[src/rtl/lotarb_pkg.sv]
package lotarb_pkg;

    // Item codes
    localparam logic CMD_LOAD = 1'b0;
    localparam logic CMD_DRAW = 1'b1;

    // 31-bit LCG: s' = (s * LCG_MUL + LCG_ADD) mod 2^31
    localparam int          LCG_W    = 31;
    localparam logic [30:0] LCG_MUL  = 31'd1103515245;
    localparam logic [30:0] LCG_ADD  = 31'd12345;
    localparam logic [30:0] LCG_SEED = 31'd1;

    // Input word
    typedef struct packed {
        logic        cmd;
        logic [3:0]  slot;
        logic [7:0]  ticket_count;
        logic [15:0] eligible_mask;
    } t_in;

    // Output word
    typedef struct packed {
        logic        granted;
        logic [3:0]  grant_slot;
        logic [11:0] drawn_ticket;
    } t_out;

    // Controller -> datapath
    typedef struct packed {
        logic capture;     // input word taken
        logic scan_start;  // rewind slot scan
        logic scan_step;   // advance slot scan
        logic walk;        // scan is the winner walk, not the sum
        logic lcg_mul;     // multiply stage of the generator
        logic lcg_add;     // add stage, also loads the divider
        logic div_step;    // one remainder bit
        logic out_load;    // load output register
    } t_cmd;

    // Datapath -> controller
    typedef struct packed {
        logic scan_done;
        logic total_zero;
        logic div_last;
        logic out_free;
    } t_sts;

endpackage

[src/rtl/lotarb_ctrl.sv]
module lotarb_ctrl
    import lotarb_pkg::*;
(
    input  logic i_clk,
    input  logic i_rst_n,
    input  logic i_in_valid,
    input  logic i_is_draw,
    output logic o_in_ready,
    input  t_sts i_sts,
    output t_cmd o_cmd
);

    localparam logic [2:0] S_IDLE = 3'd0;
    localparam logic [2:0] S_SUM  = 3'd1;
    localparam logic [2:0] S_MUL  = 3'd2;
    localparam logic [2:0] S_ADD  = 3'd3;
    localparam logic [2:0] S_DIV  = 3'd4;
    localparam logic [2:0] S_WALK = 3'd5;
    localparam logic [2:0] S_FIN  = 3'd6;

    logic [2:0] r_state;
    logic [2:0] n_state;

    assign o_in_ready = (r_state == S_IDLE);

    // Next state and commands
    always_comb begin
        n_state = r_state;
        o_cmd   = '0;
        unique case (r_state)
            S_IDLE: begin
                if (i_in_valid) begin
                    o_cmd.capture = 1'b1;
                    if (i_is_draw == CMD_DRAW) begin
                        o_cmd.scan_start = 1'b1;
                        n_state = S_SUM;
                    end else begin
                        n_state = S_FIN;
                    end
                end
            end
            S_SUM: begin
                o_cmd.scan_step = 1'b1;
                if (i_sts.scan_done) begin
                    n_state = i_sts.total_zero ? S_FIN : S_MUL;
                end
            end
            S_MUL: begin
                o_cmd.lcg_mul = 1'b1;
                n_state = S_ADD;
            end
            S_ADD: begin
                o_cmd.lcg_add = 1'b1;
                n_state = S_DIV;
            end
            S_DIV: begin
                o_cmd.div_step = 1'b1;
                if (i_sts.div_last) begin
                    o_cmd.scan_start = 1'b1;
                    n_state = S_WALK;
                end
            end
            S_WALK: begin
                o_cmd.scan_step = 1'b1;
                o_cmd.walk      = 1'b1;
                if (i_sts.scan_done) begin
                    n_state = S_FIN;
                end
            end
            S_FIN: begin
                if (i_sts.out_free) begin
                    o_cmd.out_load = 1'b1;
                    n_state = S_IDLE;
                end
            end
            default: begin
                n_state = S_IDLE;
            end
        endcase
    end

    // State register
    always_ff @(posedge i_clk) begin
        if (!i_rst_n) begin
            r_state <= S_IDLE;
        end else begin
            r_state <= n_state;
        end
    end

    // A result never overwrites one that is still waiting
    a_out_load_free: assert property (@(posedge i_clk) disable iff (!i_rst_n)
        o_cmd.out_load |-> i_sts.out_free)
        else $error("output loaded while previous word pending");

    // The divider only runs with a nonzero divisor
    a_div_nonzero: assert property (@(posedge i_clk) disable iff (!i_rst_n)
        o_cmd.div_step |-> !i_sts.total_zero)
        else $error("division started with zero ticket sum");

endmodule

[src/rtl/lotarb_dp.sv]
module lotarb_dp
    import lotarb_pkg::*;
#(
    parameter int SLOTS        = 16,
    parameter int TICKET_WIDTH = 8
) (
    input  logic i_clk,
    input  logic i_rst_n,
    input  t_cmd i_cmd,
    output t_sts o_sts,
    input  t_in  i_in_data,
    output logic o_out_valid,
    input  logic i_out_ready,
    output t_out o_out_data
);

    localparam int IDX_W = $clog2(SLOTS);
    localparam int SUM_W = TICKET_WIDTH + IDX_W;

    // Ticket memory with per-entry written flags; unwritten entries read as one
    logic [TICKET_WIDTH-1:0] r_mem [SLOTS];
    logic [SLOTS-1:0]        r_tv;
    logic [TICKET_WIDTH-1:0] r_rd_data;
    logic                    r_rd_tv;
    logic [TICKET_WIDTH-1:0] rd_tkt;

    // Scan pipeline
    logic [IDX_W:0]   r_idx;
    logic             r_v;
    logic             r_e;
    logic [IDX_W-1:0] r_i;
    logic [15:0]      r_mask;
    logic [SLOTS-1:0] elig;
    logic             issue;
    logic [IDX_W-1:0] rd_addr;

    // Arithmetic
    logic [SUM_W-1:0]   r_total;
    logic [SUM_W-1:0]   r_base;
    logic [SUM_W:0]     base_end;
    logic               r_hit;
    logic [IDX_W-1:0]   r_found;
    logic [LCG_W-1:0]   r_lcg;
    logic [LCG_W-1:0]   r_prod;
    logic [LCG_W-1:0]   mul_full;
    logic [LCG_W-1:0]   lcg_next;
    logic [LCG_W-1:0]   r_dvd;
    logic [SUM_W-1:0]   r_rem;
    logic [SUM_W:0]     rem_sh;
    logic [4:0]         r_dcnt;

    logic                    wr_en;
    logic [IDX_W-1:0]        wr_addr;
    logic [TICKET_WIDTH-1:0] wr_data;

    logic r_ovalid;
    t_out r_out;

    // Mask bits above 15 do not exist
    for (genvar g = 0; g < SLOTS; g++) begin : g_elig
        if (g < 16) begin : g_in
            assign elig[g] = r_mask[g];
        end else begin : g_out
            assign elig[g] = 1'b0;
        end
    end

    assign wr_en   = i_cmd.capture && (i_in_data.cmd == CMD_LOAD)
                     && (7'(i_in_data.slot) < 7'(SLOTS));
    assign wr_addr = IDX_W'(i_in_data.slot);
    assign wr_data = TICKET_WIDTH'(i_in_data.ticket_count);
    assign issue   = i_cmd.scan_step && (r_idx != (IDX_W + 1)'(SLOTS));
    assign rd_addr = r_idx[IDX_W-1:0];
    assign rd_tkt  = r_rd_tv ? r_rd_data : TICKET_WIDTH'(1);

    // Memory write and registered read
    always_ff @(posedge i_clk) begin
        if (wr_en) begin
            r_mem[wr_addr] <= wr_data;
        end
        r_rd_data <= r_mem[rd_addr];
        r_rd_tv   <= r_tv[rd_addr];
    end

    always_ff @(posedge i_clk) begin
        if (!i_rst_n) begin
            r_tv <= '0;
        end else if (wr_en) begin
            r_tv[wr_addr] <= 1'b1;
        end
    end

    // Slot scan: issue address, then consume the data in the next cycle
    always_ff @(posedge i_clk) begin
        if (!i_rst_n) begin
            r_v <= 1'b0;
        end else if (i_cmd.scan_start) begin
            r_v <= 1'b0;
        end else if (i_cmd.scan_step) begin
            r_v <= issue;
        end
    end

    assign base_end = {1'b0, r_base} + (SUM_W + 1)'(rd_tkt);

    always_ff @(posedge i_clk) begin
        if (i_cmd.capture) begin
            r_mask  <= i_in_data.eligible_mask;
            r_hit   <= 1'b0;
            r_found <= '0;
        end
        if (i_cmd.scan_start) begin
            r_idx  <= '0;
            r_base <= '0;
            if (!i_cmd.walk && !i_cmd.div_step) begin
                r_total <= '0;
            end
        end else if (i_cmd.scan_step) begin
            if (issue) begin
                r_idx <= r_idx + (IDX_W + 1)'(1);
                r_e   <= elig[rd_addr];
                r_i   <= rd_addr;
            end
            if (r_v && r_e) begin
                if (i_cmd.walk) begin
                    // winner walk: first eligible slot whose run holds the ticket
                    if (!r_hit && ({1'b0, r_rem} < base_end)) begin
                        r_hit   <= 1'b1;
                        r_found <= r_i;
                    end
                    r_base <= base_end[SUM_W-1:0];
                end else begin
                    r_total <= r_total + SUM_W'(rd_tkt);
                end
            end
        end
    end

    // Generator: multiply (low 31 bits only), register, then add
    assign mul_full = r_lcg * LCG_MUL;
    assign lcg_next = r_prod + LCG_ADD;

    always_ff @(posedge i_clk) begin
        if (i_cmd.lcg_mul) begin
            r_prod <= mul_full;
        end
    end

    always_ff @(posedge i_clk) begin
        if (!i_rst_n) begin
            r_lcg <= LCG_SEED;
        end else if (i_cmd.lcg_add) begin
            r_lcg <= lcg_next;
        end
    end

    // Restoring remainder, one dividend bit a cycle
    assign rem_sh = {r_rem, r_dvd[LCG_W-1]};

    always_ff @(posedge i_clk) begin
        if (i_cmd.lcg_add) begin
            r_dvd  <= lcg_next;
            r_rem  <= '0;
            r_dcnt <= '0;
        end else if (i_cmd.div_step) begin
            if (rem_sh >= {1'b0, r_total}) begin
                r_rem <= SUM_W'(rem_sh - {1'b0, r_total});
            end else begin
                r_rem <= rem_sh[SUM_W-1:0];
            end
            r_dvd  <= r_dvd << 1;
            r_dcnt <= r_dcnt + 5'd1;
        end
    end

    // Output register
    always_ff @(posedge i_clk) begin
        if (!i_rst_n) begin
            r_ovalid <= 1'b0;
        end else if (i_cmd.out_load) begin
            r_ovalid <= 1'b1;
        end else if (i_out_ready) begin
            r_ovalid <= 1'b0;
        end
    end

    always_ff @(posedge i_clk) begin
        if (i_cmd.out_load) begin
            r_out.granted      <= r_hit;
            r_out.grant_slot   <= r_hit ? 4'(r_found) : 4'd0;
            r_out.drawn_ticket <= r_hit ? 12'(r_rem) : 12'd0;
        end
    end

    assign o_out_valid = r_ovalid;
    assign o_out_data  = r_out;

    assign o_sts.scan_done  = (r_idx == (IDX_W + 1)'(SLOTS)) && !r_v;
    assign o_sts.total_zero = (r_total == '0);
    assign o_sts.div_last   = (r_dcnt == 5'd30);
    assign o_sts.out_free   = !r_ovalid || i_out_ready;

    // The drawn ticket lies below the sum during the walk
    a_rem_below: assert property (@(posedge i_clk) disable iff (!i_rst_n)
        (i_cmd.scan_step && i_cmd.walk) |-> (r_rem < r_total))
        else $error("winning ticket not below ticket sum");

    // A finished walk always finds a winner
    a_walk_hit: assert property (@(posedge i_clk) disable iff (!i_rst_n)
        (i_cmd.walk && o_sts.scan_done) |-> r_hit)
        else $error("walk finished without a winner");

endmodule

[src/rtl/lottery_arbiter_lcg.sv]
// Lottery arbiter with a 31-bit LCG.
// Input channel (i_in_valid / o_in_ready / i_in_data): one word per item.
//   cmd = load writes ticket_count to slot and returns an all-zero result.
//   cmd = draw sums the tickets of the slots in eligible_mask, advances the
//   generator, takes its value modulo the sum and grants the first eligible
//   slot whose ticket run holds it. A zero sum returns an all-zero result
//   and leaves the generator unchanged.
// Output channel (o_out_valid / i_out_ready / o_out_data): one word per item.
// A draw makes two slot scans through the ticket memory port, one multiply
//   and one add for the generator, and a bit-serial remainder over the
//   31-bit generator value. A zero-sum draw ends after the first scan.
// One item is worked on at a time; o_in_ready is high whenever the block is
//   idle, even while a finished result waits in the output register.
// If the receiver stalls, the result holds and the next item finishes its
//   work, then waits for the output register to empty.
// Reset: every slot holds one ticket, the generator holds 1, no output valid.
module lottery_arbiter_lcg
    import lotarb_pkg::*;
#(
    parameter int SLOTS        = 16,
    parameter int TICKET_WIDTH = 8
) (
    input  logic i_clk,
    input  logic i_rst_n,
    input  logic i_in_valid,
    output logic o_in_ready,
    input  t_in  i_in_data,
    output logic o_out_valid,
    input  logic i_out_ready,
    output t_out o_out_data
);

    t_cmd cmd;
    t_sts sts;

    lotarb_ctrl u_ctrl (
        .i_clk      (i_clk),
        .i_rst_n    (i_rst_n),
        .i_in_valid (i_in_valid),
        .i_is_draw  (i_in_data.cmd),
        .o_in_ready (o_in_ready),
        .i_sts      (sts),
        .o_cmd      (cmd)
    );

    lotarb_dp #(
        .SLOTS        (SLOTS),
        .TICKET_WIDTH (TICKET_WIDTH)
    ) u_dp (
        .i_clk       (i_clk),
        .i_rst_n     (i_rst_n),
        .i_cmd       (cmd),
        .o_sts       (sts),
        .i_in_data   (i_in_data),
        .o_out_valid (o_out_valid),
        .i_out_ready (i_out_ready),
        .o_out_data  (o_out_data)
    );

endmodule
[config.mk]
export PLATFORM = sky130hd
export DESIGN_NAME = lottery_arbiter_lcg
export DESIGN_NICKNAME = d
export VERILOG_FILES = /design/src/rtl/lotarb_pkg.sv /design/src/rtl/lotarb_ctrl.sv /design/src/rtl/lotarb_dp.sv /design/src/rtl/lottery_arbiter_lcg.sv
export SDC_FILE = /design/constraint.sdc
export NUM_CORES = 1
export LEC_CHECK = 0
export CAP_MARGIN = 20
export CORE_MARGIN = 2
export CORE_UTILIZATION = 32
export DETAILED_ROUTE_END_ITERATION = 10
export DONT_BUFFER_PORTS = 1
export SETUP_SLACK_MARGIN = 0.1
export SYNTH_ARGS = -nofsm -noshare
export SYNTH_HDL_FRONTEND = slang
export SYNTH_SLANG_ARGS = --single-unit
[constraint.sdc]
create_clock -name i_clk -period 19.2 [get_ports i_clk]
set_input_delay 0.96 -clock i_clk [delete_from_list [all_inputs] [get_ports i_clk]]
set_output_delay 0.96 -clock i_clk [all_outputs]
set_load 0.05 [all_outputs]
# ---- Yosys cells after proc, flatten, opt, wreduce, memory -nomap -nowiden
# Memories as Yosys holds them, arrays and structs flattened. A register that Yosys moved wholly into a read port is not among the register bits.
# Cells that the tools add are included.
dict set report totals {
  out_inout_bits 19
  ram_bits 128
  n_memories 1
  register_bits 204
  input_bits 33
}
dict set report op_classes {
  reduce_logical 26
  eq_ne 16
  add_sub_neg 6
  n_bitwise 4
  muxes 51
  magnitude_cmp 5
  mul 1
}
# memory words word_bits rd rd_ports_with_merged_regs write_ports line_no
set mem_list {}
lappend mem_list {u_dp.r_mem 16 8 1 1 1 lotarb_dp.sv:21} ;# logic [TICKET_WIDTH-1:0] r_mem [SLOTS];
# cell count
set ops {}
lappend ops {{two-way mux 12 bit} 6}
lappend ops {{two-way mux 31 bit} 2}
lappend ops {{adder 31 x 14 -> 31 bit (second input constant)} 1}
lappend ops {{multiplier 31 x 31 -> 31 bit (second input constant)} 1}
lappend ops {{two-way mux 4 bit} 6}
lappend ops {{two-way mux 1 bit} 23}
lappend ops {{two-way mux 3 bit} 7}
lappend ops {{one-hot mux 3 bit (7 select lines)} 1}
lappend ops {{bitwise OR 16 bit} 1}
lappend ops {{adder 12 x 8 -> 13 bit} 1}
lappend ops {{>= comparator 13 x 12 -> 1 bit} 1}
lappend ops {{< comparator 12 x 13 -> 1 bit} 1}
lappend ops {{adder 12 x 8 -> 12 bit} 1}
lappend ops {{logical NOT 12 bit} 1}
lappend ops {{inequality test 2 bit (second input constant)} 6}
lappend ops {{subtractor 12 bit} 1}
lappend ops {{adder 5 x 1 -> 5 bit (second input constant)} 2}
lappend ops {{== test 5 bit (second input constant)} 2}
lappend ops {{< comparator 4 x 5 -> 1 bit (second input constant)} 2}
lappend ops {{== test 3 bit (second input constant)} 3}
lappend ops {{binary-select mux 1 bit (select 4 bit)} 2}
lappend ops {{two-way mux 8 bit} 1}
lappend ops {{nonzero test 2 bit} 4}
lappend ops {{logical AND 1 bit} 7}
lappend ops {{other kinds (17)} 26}

# ---- Logic depth before layout (Yosys ltp)
dict set report logic_depth {
  ltp_word 9
  mapped_depth 24
  mapped_depth_nobuf 24
}

# ---- Hierarchy
# A second synthesis with hierarchy kept.
dict set report unflattened {
  hier_cells 1905
  area_unflattened_um2 22704.3
}
# mod seq_area_each_um2 n_inst cells_each area_per_inst_um2
set modules_own_cells {}
lappend modules_own_cells {lotarb_dp 9148.8 1 1860 22367.7}
lappend modules_own_cells {lotarb_ctrl 60.1 1 45 336.6}

# ---- Worst setup path before layout
# Ideal clock, no wire load.
dict set report synth_path {
  path_type {register to register}
  start {register u_dp.r_lcg[5]}
  end {register u_dp.r_prod[30] (data pin)}
  required_ns 19.062
  path_stages_with_launch 25
  setup_slack_ns 12.840
  arrival_time_ns 6.222
  period_less_slack_ns 6.360
  path_cell_list {dfxtp_1 ha_1 xor2_1 ha_1 a21oi_1 fa_1 fa_1 inv_1 fa_1 inv_1 fa_1 inv_1 fa_1 inv_1 fa_1 inv_1 ha_1 nand3_1 a221oi_1 a21oi_1 a31oi_1 a221o_1 a211oi_1 or3_1 nand4_1}
}
dict set report synth_via {
  elab_chain_cells 1
}
# element line_no
set synth_lines {}
lappend synth_lines {{start: declaration} lotarb_dp.sv:43} ;# logic [LCG_W-1:0] r_lcg;
lappend synth_lines {{start signal: assignment} lotarb_dp.sv:153} ;# r_lcg <= lcg_next;
lappend synth_lines {{multiplier 31 x 31 -> 31 bit} lotarb_dp.sv:140} ;# assign mul_full = r_lcg * LCG_MUL;
lappend synth_lines {{via u_dp.mul_full[30]} lotarb_dp.sv:45} ;# logic [LCG_W-1:0] mul_full;
lappend synth_lines {{end signal: assignment} lotarb_dp.sv:145} ;# r_prod <= mul_full;
lappend synth_lines {{end: declaration} lotarb_dp.sv:44} ;# logic [LCG_W-1:0] r_prod;
# The timed path passes the listed nets, and every way through them passes these cells.
# A chain may end at the register's enable or synchronous reset.

# ---- Worst setup path in the final report
dict set report layout_path {
  start {register u_dp.r_lcg[4]}
  end {register u_dp.r_prod[29] (data pin)}
}
# The elaborated chain is that of the path after synthesis.

==> metrics.cfg <==
[final_layout]
fin_area_um2 = 25100
fillers = 6902
finalNonFillerCells = 2933
final_nets = 2389
syn_to_final_growth_pct = 10.58
diodes = 0
drive_above_1_share_pct = 7.476

[place]
dp.final_hpwl_mm = 39.43
placed_cells = 2865
postPlaceCellArea_um2 = 23830
place_congestion = 0.9088
numPortBuffers = 0

[sta]
tns_ns = 0
relSlewSlack_pct = 23.22
min_period_ns = 7.109
fin_skew_ns = 0.02557
worstMarginPinSlew_ns = 1.145
timing.fmax_mhz = 140.7
min_period_over_period_pct = 37.03
rsz0062_at_grt = no
slew_violations = 0
setup_viol = 0
hold_viol = 0
whs_ns = 0.4587

[clock_network]
ctsResizeCount = 0
htree_levels = 2
holdBufCountCts = 0
clock-sinks = 340
root_buffer = clkbuf_16
cts_buffers = 36
cts_max_path_buffers = 3
clk_latency_ns = 0.55
postCtsSetupRepairBufs = 0
path_clk_slew_ns = 0.06
cts_tree = done

[routing]
ant_nets = 0
drc = 0
wl_mm = 50.31
wl_per_cell_um = 17.15
drtIter0Drc = 864
num_vias = 13900
dr.pass1.iters = 5
avgViaCountPerCell = 4.740

[pwr]
peakVddDrop_uv = 57.59
share_comb_of_total_power_pct = 46.7
swShare_pct = 39.31
cellPowerDensity_nw_per_um2 = 133.9
static-leakage-power_nw = 10.43
pwr-share-clk_pct = 21.6
seqPwrFrac_pct = 31.7
internal_power_mw = 2.040
p_switching_mw = 1.321

[synth]
ys_warn_count = 0
synth-edff-count = 240
ys_types = 59
syn_nets = 2382
ys_ff_latch = 340
synth_ff_type = edfxtp_1
synth.yosys.seq_area_share_pct = 40.58
syn_area_um2 = 22690
avgSynthCellArea_um2 = 11.59
synthArstFlopShare_pct = 0
syn_inst = 1958

[critical_path]
cp_max_fo = 9
cp_cell_sequence = ha_1, xor2_1, ha_1, nor2_1, fa_1, fa_1, inv_1, fa_1, ha_1, fa_1, inv_1, fa_1, inv_1, ha_1, and3_1, nand3_1, nor3_1, o21ai_0, a31o_2, o2111ai_1, a21oi_1, xnor2_1
critPathMaxStageDelay_ns = 0.62
crit_arrival_ns = 7.39
crit_cells = 22
crit_path_top_delay_cell = dfxtp_1
required_ns = 19.48
r2r_cells = 22
critPathCaptureType = flip-flop
crit_path_frequent_cell = fa_1
cp-start-kind = flip-flop
worst-path-buf-inv = 3
crit_type = flip-flop to flip-flop
path_delay_family = adder cells

[die]
design.die.area_um2 = 73060
core.rowCount = 97
core_um2 = 70150
dieHeight_um = 270.3
io_pins = 52
die_w_um = 270.3
start_util_pct = 32.35

[global_route]
antenna_found_initial = 0
track_usage_pct = 13.99
grt_max_degree = 60
grt_pass1_wl_mm = 80.70
grt.overflow.total = 0
grt_pass1_vias = 14600

[outcome]
status = complete, no violations

[min_path]
hold_path_depth = 2
min_path_type = flip-flop to flip-flop

[flow_run]
drv_cap = 0

## through the flow
step	power [mW]	setup slack [ns]	utilization, %
floorplan	2.261	12.84	-
global placement	2.626	12.30	33.93
detailed placement	2.665	12.15	33.96
CTS	3.396	12.12	35.73
global route	3.656	11.73	35.77
finish	3.360	12.09	35.77
## placed cells by master (no fill, tap or decap), types with 4 or more instances in the layout
cell and n:
a211oi_1 7, o21ai_0 63, a21o_1 14, bufinv_16 4, nand4_1 11, nor2_1 117
a31oi_1 6, o21a_1 22, clkbuf_16 36, inv_6 4, and2_1 35, a21boi_0 7
a221o_1 4, o211ai_1 14, xnor2_1 72, mux2i_1 9, fa_1 175, clkbuf_1 8
a21oi_1 109, or3_1 9, mux4_2 50, inv_1 357, or2_2 5, nor3_1 25
nand3_1 21, nand2b_1 11, nand3b_1 5, and3_1 7, nand2_1 92, nor2b_1 11
o31ai_1 4, edfxtp_1 240, xor2_1 39, clkbuf_8 6, ha_1 216, buf_4 14
dfxtp_1 98, o21bai_1 9
## worst register-to-register path, delay by kind of cell (launching register included)
family	cells	cell delay (ns)
adders and majority gates	9	3.83
and+or+nand+nor	4	0.97
AOI/OAI and AO/OA	4	0.95
DFF	1	0.62
xor gates and xnor gates	2	0.33
buffers and inverters	3	0.16
## per-layer routing
layer / vias to the layer above / global-route usage [%] / part of all wire, %
met3: 76 / 2.027 / 3.5
met5: - / 0 / 0
met4: 0 / 4.754 / 3.2
met1: 6936 / 18.59 / 46
li1: 6654 / - / -
met2: 236 / 23.37 / 47
## synth_stat cells, drive strengths merged, types with 3 or more instances
cell | number | area [um^2]
inv | 357 | 1340
edfxtp | 240 | 7207
ha | 216 | 2703
fa | 175 | 3503
nor2 | 118 | 442.9
a21oi | 111 | 563.0
dfxtp | 100 | 2002
nand2 | 92 | 345.3
xnor2 | 72 | 630.6
o21ai | 65 | 325.3
mux4 | 50 | 1126
xor2 | 39 | 341.6
clkbuf | 37 | 138.9
and2 | 35 | 219.0
nor3 | 28 | 145.1
o21a | 22 | 165.2
nand3 | 21 | 105.1
a21o | 14 | 105.1
o211ai | 14 | 105.1
nand2b | 11 | 68.82
nand4 | 11 | 68.82
nor2b | 11 | 68.82
buf | 10 | 45.04
mux2i | 9 | 90.09
o21bai | 9 | 67.56
or3 | 9 | 56.30
a211oi | 8 | 65.06
a31oi | 8 | 80.08
a21boi | 7 | 52.55
and3 | 7 | 43.79
nand3b | 5 | 37.54
o31ai | 5 | 51.30
or2 | 5 | 31.28
a221o | 4 | 40.04
a2111oi | 3 | 45.04
and4 | 3 | 26.28
nor4 | 3 | 18.77
o2111ai | 3 | 26.28
o22ai | 3 | 18.77
or4 | 3 | 22.52
## power groups by stage
| stage | combinational (mW) | clock, mW | sequential, mW |
|---|---|---|---|
| global placement | 1.55 | 0 | 1.08 |
| global route | 1.80 | 0.774 | 1.08 |
| detailed placement | 1.58 | 0 | 1.08 |
| CTS | 1.59 | 0.744 | 1.07 |
| finish | 1.57 | 0.727 | 1.06 |
| floorplan | 1.23 | 0 | 1.03 |
## registers in the layout, summed over array words and instances (netlist names), 3 cells and up
register	flops
u_dp.r_mem	128
u_dp.r_dvd	31
u_dp.r_lcg	31
u_dp.r_prod	31
u_dp.o_out_data	17
u_dp.elig	16
u_dp.r_tv	16
u_dp.r_base	12
u_dp.r_rem	12
u_dp.r_total	12
u_dp.r_rd_data	8
u_dp.r_dcnt	5
u_dp.r_idx	5
u_dp.r_found	4
u_dp.r_i	4
u_ctrl.r_state	3
## worst paths after layout
kind	slack (ns)	from	endpoint
max reg2reg	12.09	u_dp.r_lcg[4]	u_dp.r_prod[29]
max	12.09	u_dp.r_lcg[4]	u_dp.r_prod[29]
min reg2reg	0.46	u_dp.r_found[1]	u_dp.r_found[1]
min	0.46	u_dp.r_found[1]	u_dp.r_found[1]
## area by class of cell
class	count	area (um^2)	share of cell area [%]
inverter	357	1340	5.340
clock inverter	16	229.0	0.9124
clock buffer	50	1013	4.038
multi-input combinational	1214	11990	47.76
sequential	340	9211	36.71
timing repair buffer	16	140.1	0.5584
tap	940	1176	4.687
## cell families (layout without fill, tap and decap cells)
family	after synthesis	after routing	synth area share [%]
fa+ha+maj	391	391	27.35
xor+xnor	111	111	4.284
flops	340	340	40.58
compound gates	288	288	8.105
simple gates	365	365	7.614
buf+inv	404	439	6.715
mux	59	59	5.359
Note: power is estimated with default switching activity, not from simulation.
